==> src/sv/afmt_pkg.sv <==
// Shared types and constants for the allocation/free match tracker.
// Used by afmt_ctrl, afmt_datapath and alloc_free_match_tracker; depends on nothing.
package afmt_pkg;

    localparam int DEF_TABLE_DEPTH = 32;
    localparam int DEF_ADDR_BITS   = 32;

    localparam int AFMT_ADDR_W = 32;
    localparam int AFMT_SEQ_W  = 16;
    localparam int AFMT_KIND_W = 3;
    localparam int AFMT_REQ_W  = 2;

    typedef enum logic [AFMT_REQ_W-1:0] {
        REQ_ALLOC = 2'd0,
        REQ_FREE  = 2'd1,
        REQ_END   = 2'd2
    } req_code_t;

    typedef enum logic [AFMT_KIND_W-1:0] {
        RK_MATCHED_FREE   = 3'd0,
        RK_UNMATCHED_FREE = 3'd1,
        RK_UNMATCHED_ALLC = 3'd2,
        RK_OVERFLOW       = 3'd3,
        RK_SUMMARY        = 3'd4
    } result_kind_t;

    typedef struct packed {
        logic alloc;
        logic lookup;
        logic resolve;
        logic drain;
        logic summary;
    } afmt_cmd_t;

    typedef struct packed {
        logic empty;
    } afmt_status_t;

endpackage

==> src/sv/afmt_ctrl.sv <==
// Controller state machine of the allocation/free match tracker.
// Depends on afmt_pkg for the command and status structs and request codes.
module afmt_ctrl (
    input  logic                           clk,
    input  logic                           rst_n,
    input  logic                           start,
    input  logic [afmt_pkg::AFMT_REQ_W-1:0] req_type,
    input  afmt_pkg::afmt_status_t         status,
    output afmt_pkg::afmt_cmd_t            cmd,
    output logic                           busy
);
    import afmt_pkg::*;

    typedef enum logic [1:0] {
        ST_IDLE,
        ST_FREE,
        ST_DRAIN
    } state_t;

    state_t state_reg;
    state_t state_next;
    logic   busy_reg;
    logic   accept;

    assign accept = start && !busy_reg;
    assign busy   = busy_reg;

    always_comb
    begin
        state_next = state_reg;
        cmd        = '0;
        unique case (state_reg)
            ST_IDLE:
            begin
                if (accept)
                begin
                    unique case (req_type)
                        REQ_ALLOC:
                        begin
                            cmd.alloc = 1'b1;
                        end
                        REQ_FREE:
                        begin
                            cmd.lookup = 1'b1;
                            state_next = ST_FREE;
                        end
                        REQ_END:
                        begin
                            state_next = ST_DRAIN;
                        end
                        default:
                        begin
                            state_next = ST_IDLE;
                        end
                    endcase
                end
            end
            ST_FREE:
            begin
                cmd.resolve = 1'b1;
                state_next  = ST_IDLE;
            end
            ST_DRAIN:
            begin
                if (status.empty)
                begin
                    cmd.summary = 1'b1;
                    state_next  = ST_IDLE;
                end
                else
                begin
                    cmd.drain = 1'b1;
                end
            end
            default:
            begin
                state_next = ST_IDLE;
            end
        endcase
    end

    always_ff @(posedge clk or negedge rst_n)
    begin
        if (!rst_n)
        begin
            state_reg <= ST_IDLE;
            busy_reg  <= 1'b0;
        end
        else
        begin
            state_reg <= state_next;
            busy_reg  <= (state_next != ST_IDLE);
        end
    end

`ifndef SYNTH
    a_busy_tracks_state: assert property (@(posedge clk) disable iff (!rst_n)
        busy_reg == (state_reg != ST_IDLE))
        else $error("busy does not match controller state");
    a_free_resolves: assert property (@(posedge clk) disable iff (!rst_n)
        cmd.lookup |=> cmd.resolve)
        else $error("free lookup not followed by resolve");
    a_one_cmd: assert property (@(posedge clk) disable iff (!rst_n)
        $onehot0(cmd))
        else $error("more than one datapath command at once");
`endif

endmodule

==> src/sv/afmt_datapath.sv <==
// Datapath of the allocation/free match tracker: ordered allocation table,
// parallel free lookup, counters and result registers. Depends on afmt_pkg.
module afmt_datapath #(
    parameter int TABLE_DEPTH = afmt_pkg::DEF_TABLE_DEPTH,
    parameter int ADDR_BITS   = afmt_pkg::DEF_ADDR_BITS
) (
    input  logic                             clk,
    input  logic                             rst_n,
    input  afmt_pkg::afmt_cmd_t              cmd,
    input  logic [afmt_pkg::AFMT_ADDR_W-1:0] address,
    output afmt_pkg::afmt_status_t           status,
    output logic                             result_valid,
    output logic [afmt_pkg::AFMT_KIND_W-1:0] result_kind,
    output logic [afmt_pkg::AFMT_SEQ_W-1:0]  event_index,
    output logic [afmt_pkg::AFMT_SEQ_W-1:0]  partner_index,
    output logic [afmt_pkg::AFMT_ADDR_W-1:0] event_address,
    output logic [afmt_pkg::AFMT_SEQ_W-1:0]  unmatched_total,
    output logic                             last_result
);
    import afmt_pkg::*;

    localparam int CNT_W  = $clog2(TABLE_DEPTH + 1);
    localparam int KEEP_W = (ADDR_BITS < AFMT_ADDR_W) ? ADDR_BITS : AFMT_ADDR_W;

    logic [KEEP_W-1:0]     tbl_addr_reg [TABLE_DEPTH];
    logic [AFMT_SEQ_W-1:0] tbl_seq_reg  [TABLE_DEPTH];

    logic [CNT_W-1:0]       count_reg, count_next;
    logic [AFMT_SEQ_W-1:0]  seq_reg, seq_next;
    logic [AFMT_SEQ_W-1:0]  unm_reg, unm_next;
    logic [KEEP_W-1:0]      req_addr_reg, req_addr_next;
    logic [AFMT_SEQ_W-1:0]  req_seq_reg, req_seq_next;
    logic [TABLE_DEPTH-1:0] match_reg, match_next;

    logic                   res_valid_reg, res_valid_next;
    result_kind_t           res_kind_reg, res_kind_next;
    logic [AFMT_SEQ_W-1:0]  res_event_reg, res_event_next;
    logic [AFMT_SEQ_W-1:0]  res_partner_reg, res_partner_next;
    logic [KEEP_W-1:0]      res_addr_reg, res_addr_next;
    logic [AFMT_SEQ_W-1:0]  res_total_reg, res_total_next;
    logic                   res_last_reg, res_last_next;

    logic [KEEP_W-1:0]      addr_in;
    logic                   full;
    logic                   hit;
    logic [TABLE_DEPTH-1:0] at_or_above;
    logic [TABLE_DEPTH-1:0] hit_onehot;
    logic [AFMT_SEQ_W-1:0]  partner_seq;
    logic [AFMT_SEQ_W-1:0]  unm_bumped;
    logic                   store;
    logic                   shift_any;

    assign addr_in      = address[KEEP_W-1:0];
    assign full         = (count_reg == CNT_W'(TABLE_DEPTH));
    assign hit          = |match_reg;
    assign unm_bumped   = (unm_reg == '1) ? unm_reg : unm_reg + 1'b1;
    assign store        = cmd.alloc && !full;
    assign shift_any    = (cmd.resolve && hit) || cmd.drain;
    assign status.empty = (count_reg == '0);

    always_comb
    begin
        partner_seq = '0;
        for (int i = 0; i < TABLE_DEPTH; i++)
        begin
            match_next[i]  = (CNT_W'(i) < count_reg) && (tbl_addr_reg[i] == addr_in);
            at_or_above[i] = |(match_reg >> i);
        end
        for (int i = 0; i < TABLE_DEPTH; i++)
        begin
            if (i == TABLE_DEPTH - 1)
            begin
                hit_onehot[i] = at_or_above[i];
            end
            else
            begin
                hit_onehot[i] = at_or_above[i] && !at_or_above[i + 1];
            end
            partner_seq = partner_seq | (hit_onehot[i] ? tbl_seq_reg[i] : '0);
        end
    end

    always_comb
    begin
        count_next       = count_reg;
        seq_next         = seq_reg;
        unm_next         = unm_reg;
        req_addr_next    = req_addr_reg;
        req_seq_next     = req_seq_reg;
        res_valid_next   = 1'b0;
        res_kind_next    = res_kind_reg;
        res_event_next   = res_event_reg;
        res_partner_next = '0;
        res_addr_next    = res_addr_reg;
        res_total_next   = '0;
        res_last_next    = 1'b1;
        priority if (cmd.alloc)
        begin
            seq_next = seq_reg + 1'b1;
            if (full)
            begin
                unm_next       = unm_bumped;
                res_valid_next = 1'b1;
                res_kind_next  = RK_OVERFLOW;
                res_event_next = seq_reg;
                res_addr_next  = addr_in;
            end
            else
            begin
                count_next = count_reg + 1'b1;
            end
        end
        else if (cmd.lookup)
        begin
            seq_next      = seq_reg + 1'b1;
            req_addr_next = addr_in;
            req_seq_next  = seq_reg;
        end
        else if (cmd.resolve)
        begin
            res_valid_next = 1'b1;
            res_event_next = req_seq_reg;
            res_addr_next  = req_addr_reg;
            if (hit)
            begin
                count_next       = count_reg - 1'b1;
                res_kind_next    = RK_MATCHED_FREE;
                res_partner_next = partner_seq;
            end
            else
            begin
                unm_next      = unm_bumped;
                res_kind_next = RK_UNMATCHED_FREE;
            end
        end
        else if (cmd.drain)
        begin
            count_next     = count_reg - 1'b1;
            unm_next       = unm_bumped;
            res_valid_next = 1'b1;
            res_kind_next  = RK_UNMATCHED_ALLC;
            res_event_next = tbl_seq_reg[0];
            res_addr_next  = tbl_addr_reg[0];
            res_last_next  = 1'b0;
        end
        else if (cmd.summary)
        begin
            seq_next       = '0;
            unm_next       = '0;
            res_valid_next = 1'b1;
            res_kind_next  = RK_SUMMARY;
            res_event_next = seq_reg;
            res_addr_next  = '0;
            res_total_next = unm_reg;
        end
        else
        begin
            res_valid_next = 1'b0;
        end
    end

    always_ff @(posedge clk or negedge rst_n)
    begin
        if (!rst_n)
        begin
            count_reg     <= '0;
            seq_reg       <= '0;
            unm_reg       <= '0;
            match_reg     <= '0;
            res_valid_reg <= 1'b0;
        end
        else
        begin
            count_reg     <= count_next;
            seq_reg       <= seq_next;
            unm_reg       <= unm_next;
            match_reg     <= cmd.lookup ? match_next : match_reg;
            res_valid_reg <= res_valid_next;
        end
    end

    always_ff @(posedge clk)
    begin
        req_addr_reg    <= req_addr_next;
        req_seq_reg     <= req_seq_next;
        res_kind_reg    <= res_kind_next;
        res_event_reg   <= res_event_next;
        res_partner_reg <= res_partner_next;
        res_addr_reg    <= res_addr_next;
        res_total_reg   <= res_total_next;
        res_last_reg    <= res_last_next;
    end

    for (genvar g = 0; g < TABLE_DEPTH; g++)
    begin : g_slot
        if (g < TABLE_DEPTH - 1)
        begin : g_inner
            always_ff @(posedge clk)
            begin
                if (store && (count_reg == CNT_W'(g)))
                begin
                    tbl_addr_reg[g] <= addr_in;
                    tbl_seq_reg[g]  <= seq_reg;
                end
                else if (shift_any && (cmd.drain || !at_or_above[g + 1]))
                begin
                    tbl_addr_reg[g] <= tbl_addr_reg[g + 1];
                    tbl_seq_reg[g]  <= tbl_seq_reg[g + 1];
                end
            end
        end
        else
        begin : g_top
            always_ff @(posedge clk)
            begin
                if (store && (count_reg == CNT_W'(g)))
                begin
                    tbl_addr_reg[g] <= addr_in;
                    tbl_seq_reg[g]  <= seq_reg;
                end
            end
        end
    end

    assign result_valid    = res_valid_reg;
    assign result_kind     = res_kind_reg;
    assign event_index     = res_event_reg;
    assign partner_index   = res_partner_reg;
    assign event_address   = AFMT_ADDR_W'(res_addr_reg);
    assign unmatched_total = res_total_reg;
    assign last_result     = res_last_reg;

`ifndef SYNTH
    a_count_bound: assert property (@(posedge clk) disable iff (!rst_n)
        count_reg <= CNT_W'(TABLE_DEPTH))
        else $error("table occupancy beyond depth");
    a_summary_last: assert property (@(posedge clk) disable iff (!rst_n)
        (res_valid_reg && res_kind_reg == RK_SUMMARY) |-> (res_last_reg && count_reg == '0))
        else $error("summary not final or table not empty");
    a_drain_not_last: assert property (@(posedge clk) disable iff (!rst_n)
        (res_valid_reg && res_kind_reg == RK_UNMATCHED_ALLC) |-> !res_last_reg)
        else $error("drained allocation marked final");
    a_hit_single: assert property (@(posedge clk) disable iff (!rst_n)
        cmd.resolve |-> $onehot0(hit_onehot))
        else $error("free matched more than one slot");
`endif

endmodule

==> src/sv/alloc_free_match_tracker.sv <==
// Top level of the allocation/free match tracker: joins controller and datapath.
// Depends on afmt_pkg, afmt_ctrl and afmt_datapath.
//
// An item is taken when start is high and busy is low. An allocation is handled
// in its accepting cycle and, only when the table is full, gives its overflow
// result in the next cycle. A free first compares the address against every
// table slot at once and registers the matches; then, in ST_FREE, it picks the
// youngest match, removes it and registers the result. An end marker is taken,
// then one result per cycle comes from the bottom of the table, the summary
// last. Results are shown for one cycle under result_valid and cannot be held
// off. Request code 3 is taken and ignored.
module alloc_free_match_tracker #(
    parameter int TABLE_DEPTH = afmt_pkg::DEF_TABLE_DEPTH,
    parameter int ADDR_BITS   = afmt_pkg::DEF_ADDR_BITS
) (
    input  logic                             clk,
    input  logic                             rst_n,
    input  logic                             start,
    output logic                             busy,
    input  logic [afmt_pkg::AFMT_REQ_W-1:0]  req_type,
    input  logic [afmt_pkg::AFMT_ADDR_W-1:0] address,
    output logic                             result_valid,
    output logic [afmt_pkg::AFMT_KIND_W-1:0] result_kind,
    output logic [afmt_pkg::AFMT_SEQ_W-1:0]  event_index,
    output logic [afmt_pkg::AFMT_SEQ_W-1:0]  partner_index,
    output logic [afmt_pkg::AFMT_ADDR_W-1:0] event_address,
    output logic [afmt_pkg::AFMT_SEQ_W-1:0]  unmatched_total,
    output logic                             last_result
);
    import afmt_pkg::*;

    afmt_cmd_t    cmd;
    afmt_status_t status;

    afmt_ctrl u_ctrl (
        .clk      (clk),
        .rst_n    (rst_n),
        .start    (start),
        .req_type (req_type),
        .status   (status),
        .cmd      (cmd),
        .busy     (busy)
    );

    afmt_datapath #(
        .TABLE_DEPTH (TABLE_DEPTH),
        .ADDR_BITS   (ADDR_BITS)
    ) u_datapath (
        .clk             (clk),
        .rst_n           (rst_n),
        .cmd             (cmd),
        .address         (address),
        .status          (status),
        .result_valid    (result_valid),
        .result_kind     (result_kind),
        .event_index     (event_index),
        .partner_index   (partner_index),
        .event_address   (event_address),
        .unmatched_total (unmatched_total),
        .last_result     (last_result)
    );

endmodule
==> config.mk <==
export PLATFORM = sky130hd
export DESIGN_NAME = alloc_free_match_tracker
export DESIGN_NICKNAME = d
export VERILOG_FILES = /design/src/sv/afmt_pkg.sv /design/src/sv/afmt_ctrl.sv /design/src/sv/afmt_datapath.sv /design/src/sv/alloc_free_match_tracker.sv
export SDC_FILE = /design/constraint.sdc
export NUM_CORES = 2
export LEC_CHECK = 0
export BUFFER_PORTS_ARGS = -buffer_cell sky130_fd_sc_hd__buf_4
export CORE_ASPECT_RATIO = 0.5
export CORE_UTILIZATION = 30
export DETAILED_ROUTE_END_ITERATION = 8
export SETUP_SLACK_MARGIN = 0.3
export SYNTH_ARGS = -nofsm -noshare
export SYNTH_HDL_FRONTEND = slang
export SYNTH_SLANG_ARGS = --single-unit
==> constraint.sdc <==
create_clock -name clk -period 7.1 [get_ports clk]
set_input_delay 0.71 -clock clk [delete_from_list [all_inputs] [get_ports clk]]
set_output_delay 0.71 -clock clk [all_outputs]
set_load 0.05 [all_outputs]
==> results.py <==
metrics = {
    "logic_synthesis": {
        "syn-num-nets": 6480,
        "synthSimpleGateAreaFrac_pct": 6.25,
        "yosysMostFrequentCell": "edfxtp_1",
        "synth_area_leader_cell": "edfxtp_1",
        "synth_mux_area_share_pct": 18.7,
        "yosysWarnings": 0,
        "ys_types": 84,
        "synth-edff-count": 1635,
        "async_flop_share_pct": 4.25,
        "avgSynthCellArea_um2": 13.9,
        "synthXorXnorAreaFrac_pct": 10.2,
        "synth_top_family_by_area": "multiplexers",
        "synth_ff_type": "edfxtp_1",
        "synthAdderAreaFrac_pct": 0.140,
        "synthTopCellsByArea": "edfxtp_1 (55%), mux2_2 (18%), xnor2_1 (5.5%)",
        "ys_ff_latch": 1742,
        "synth_top_area_share_pct": 54.9,
        "synth_compound_area_share_pct": 4.21,
        "synth_common_cells": "edfxtp_1 (1,635), mux2_2 (1,455), xnor2_1 (566)",
        "syn-instance-count": 6433,
        "syn_area_um2": 89500,
        "ys_seq_area_share_pct": 57.7,
    },
    "worst_setup_path": {
        "cp_cell_sequence": "nor2_1, and4_1, nand2_1, buf_4, nor2_1, a21oi_1, a21oi_4, buf_4, mux2_2",
        "critPathKind": "reg2reg",
        "cpPeakStageDelay_ns": 0.97,
        "ff2ff_path_depth": 9,
        "cp_data_required_time_ns": 7.68,
        "reg2reg_from": "u_datapath.match_reg[24]",
        "r2r_end": "u_datapath.tbl_addr_reg[0][183]",
        "critPathCaptureType": "register",
        "cpMaxStageDelayCell": "a21oi_4",
        "cp_num_buf_inv": 2,
        "worst-path-max-fanout": 29,
        "critPathArrivalTime_ns": 5.91,
        "critPathTopFamily": "simple AND/OR/NAND/NOR gates",
        "cp-start-kind": "register",
        "reg2reg_slack_ns": 1.77,
    },
    "sta": {
        "timing.fmax_mhz": 188,
        "finalSetupTns_ns": 0,
        "rsz0062_at_grt": "no",
        "hold_viol_final": 0,
        "clock_skew_ns": 0.0563,
        "max_slew_margin_pct": 1.96,
        "period_minus_slack_ns": 5.33,
        "setup_viol": 0,
        "period_share_pct": 75.1,
        "maxSlewViolCount": 0,
        "tightestPinTransition_ns": 1.46,
    },
    "worst_hold_path": {
        "hold_start": "req_type[1]",
        "min_path_cells": 3,
        "hold_path.class": "in2reg",
        "holdPathEnd": "u_ctrl.state_reg[1]",
    },
    "cells_and_area": {
        "seqCellArea_um2": 51600,
        "largest_register_ffs": 1024,
        "num-fill-cells": 28687,
        "final_net_count": 6421,
        "multi_input_area_um2": 35900,
        "fin_area_um2": 101000,
        "syn_to_final_growth_pct": 12.8,
        "final_util_pct": 34.1,
        "drive_gt1_share_pct": 32.5,
    },
    "clock_tree": {
        "clk_latency_ns": 0.85,
        "h-tree-depth": 4,
        "cts.sinks": 1742,
        "cts_root_buf": "clkbuf_16",
        "cts_buffers": 186,
        "clk_pin_slew_ns": 0.07,
        "cts_tree": "built",
        "clockBufferDepth": 4,
    },
    "power_and_ir_drop": {
        "leakagePower_nw": 33.7,
        "peakVddDrop_uv": 411,
        "powerDensity_nw_per_um2": 401,
    },
    "placed_design": {
        "hpwl_um": 196000,
        "gp_congestion": 0.877,
        "placed_cell_area_um2": 95000,
        "port_buffers": 122,
    },
    "outcome": {
        "violations": "max-capacitance violations",
        "outcome": "finished, violations left",
    },
    "die": {
        "placementRows": 141,
        "start_util_pct": 30.2,
        "core_area_um2": 296000,
        "fp.dieW_um": 774,
        "fp.dieH_um": 388,
        "num_io_pins": 123,
        "die_area_um2": 301000,
    },
    "routing": {
        "viasPerCell": 5.41,
        "wire_per_inst_um": 27.7,
        "postRouteAntennaNets": 0,
        "vias": 56510,
        "drcViolationCount": 0,
        "wl_um": 290000,
        "dr.first_iter.drc_count": 6606,
        "firstDrtPassIters": 8,
    },
    "global_routing": {
        "grt_pass1_wl_um": 412000,
        "overflow": 0,
        "grt.total_usage_pct": 18.5,
        "grt_pass1_vias": 55021,
        "grt_max_degree": 79,
        "antenna_found_initial": 10,
    },
    "job": {
        "maxCapViolCount": 1,
    },
}
-- kinds of logic (layout without fill, tap and decap cells) --
group | Yosys count | count (layout)
multiplexers | 1487 | 1487
XOR/XNOR | 1046 | 1046
other | 0 | 5
AND/OR/NAND/NOR | 1008 | 1008
buffers and inverters | 594 | 679
adder cells (fa/ha/maj) | 10 | 10
AO/OA/AOI/OAI | 546 | 546
flip-flops | 1742 | 1742
-- worst max-delay path by stage --
stage / end / cells past startpoint / startpoint
after floorplan: u_datapath.unm_reg[0] / 9 / req_type[1]
after global placement: u_datapath.tbl_addr_reg[0][161] / 9 / u_datapath.match_reg[24]
after detailed placement: u_datapath.tbl_addr_reg[0][188] / 9 / u_datapath.match_reg[24]
after CTS: u_datapath.tbl_addr_reg[0][183] / 9 / u_datapath.match_reg[24]
after global routing: u_datapath.tbl_addr_reg[0][166] / 9 / u_datapath.match_reg[24]
final: u_datapath.tbl_addr_reg[0][183] / 9 / u_datapath.match_reg[24]
-- cell usage in the layout, fill, tap and decap left out, types with 28 or more instances in the layout --
master,instances
and3_1,103
dfrtp_1,73
edfxtp_1,1635
a222oi_1,31
nand3_1,78
mux2_1,30
nor2_1,87
clkbuf_1,46
dfxtp_1,33
a22oi_1,58
nor3_1,54
o21ai_0,126
buf_4,310
nor4_1,165
a21oi_1,111
nand2_1,178
mux2_2,1455
inv_1,29
nand4_1,197
clkinv_2,28
xor2_1,480
a221oi_1,28
clkbuf_16,189
xnor2_1,566
clkinv_1,35
-- metrics by stage --
| stage | cells | hold WS [ns] | power [W] | setup slack (ns) |
|---|---|---|---|---|
| after floorplan | 6433 | 0.414 | 0.0260 | 0.719 |
| after global placement | 10117 | 0.462 | 0.0304 | 2.09 |
| after detailed placement | 10117 | 0.472 | 0.0305 | 1.98 |
| after CTS | 10450 | 0.165 | 0.0405 | 1.95 |
| after global routing | 10451 | 0.208 | 0.0419 | 1.76 |
| final | 10455 | 0.215 | 0.0405 | 1.77 |
-- tightest hold or removal path, delay by kind of cell --
family                 cells  cell delay, ns
AO/OA/AOI/OAI              1            0.09
buffers and inverters      1            0.13
AND/OR/NAND/NOR            1            0.08
-- layout make-up --
cell class,count,area share [%]
Antenna cell,5,0.0124
Timing Repair Buffer,317,2.43
Clock buffer,235,4.85
Multi-Input combinational cell,4097,35.5
Tap cell,3932,4.87
Inverter,30,0.112
Sequential cell,1742,51.1
Clock inverter,97,1.09
-- power breakdown --
part | internal, W | switching [W]
combinational | 0.00516 | 0.00789
sequential | 0.0155 | 0.00199
clock | 0.00572 | 0.00426
total | 0.0264 | 0.0141
-- per-layer routing --
layer	GRT usage [%]	part of all wire (%)	vias to the layer above
li1	-	-	24259
met5	0	0.0045	-
met2	28.6	45	2490
met3	3.35	8.1	481
met4	5.79	3.3	2
met1	26.3	44	29278
-- what timing repair did --
item,in CTS,in global routing
hold buffers,1,0
hold endpoints to repair,32,0
setup buffers,0,0
resized for setup,0,0
No activity file was read; power rests on OpenSTA's default activity.
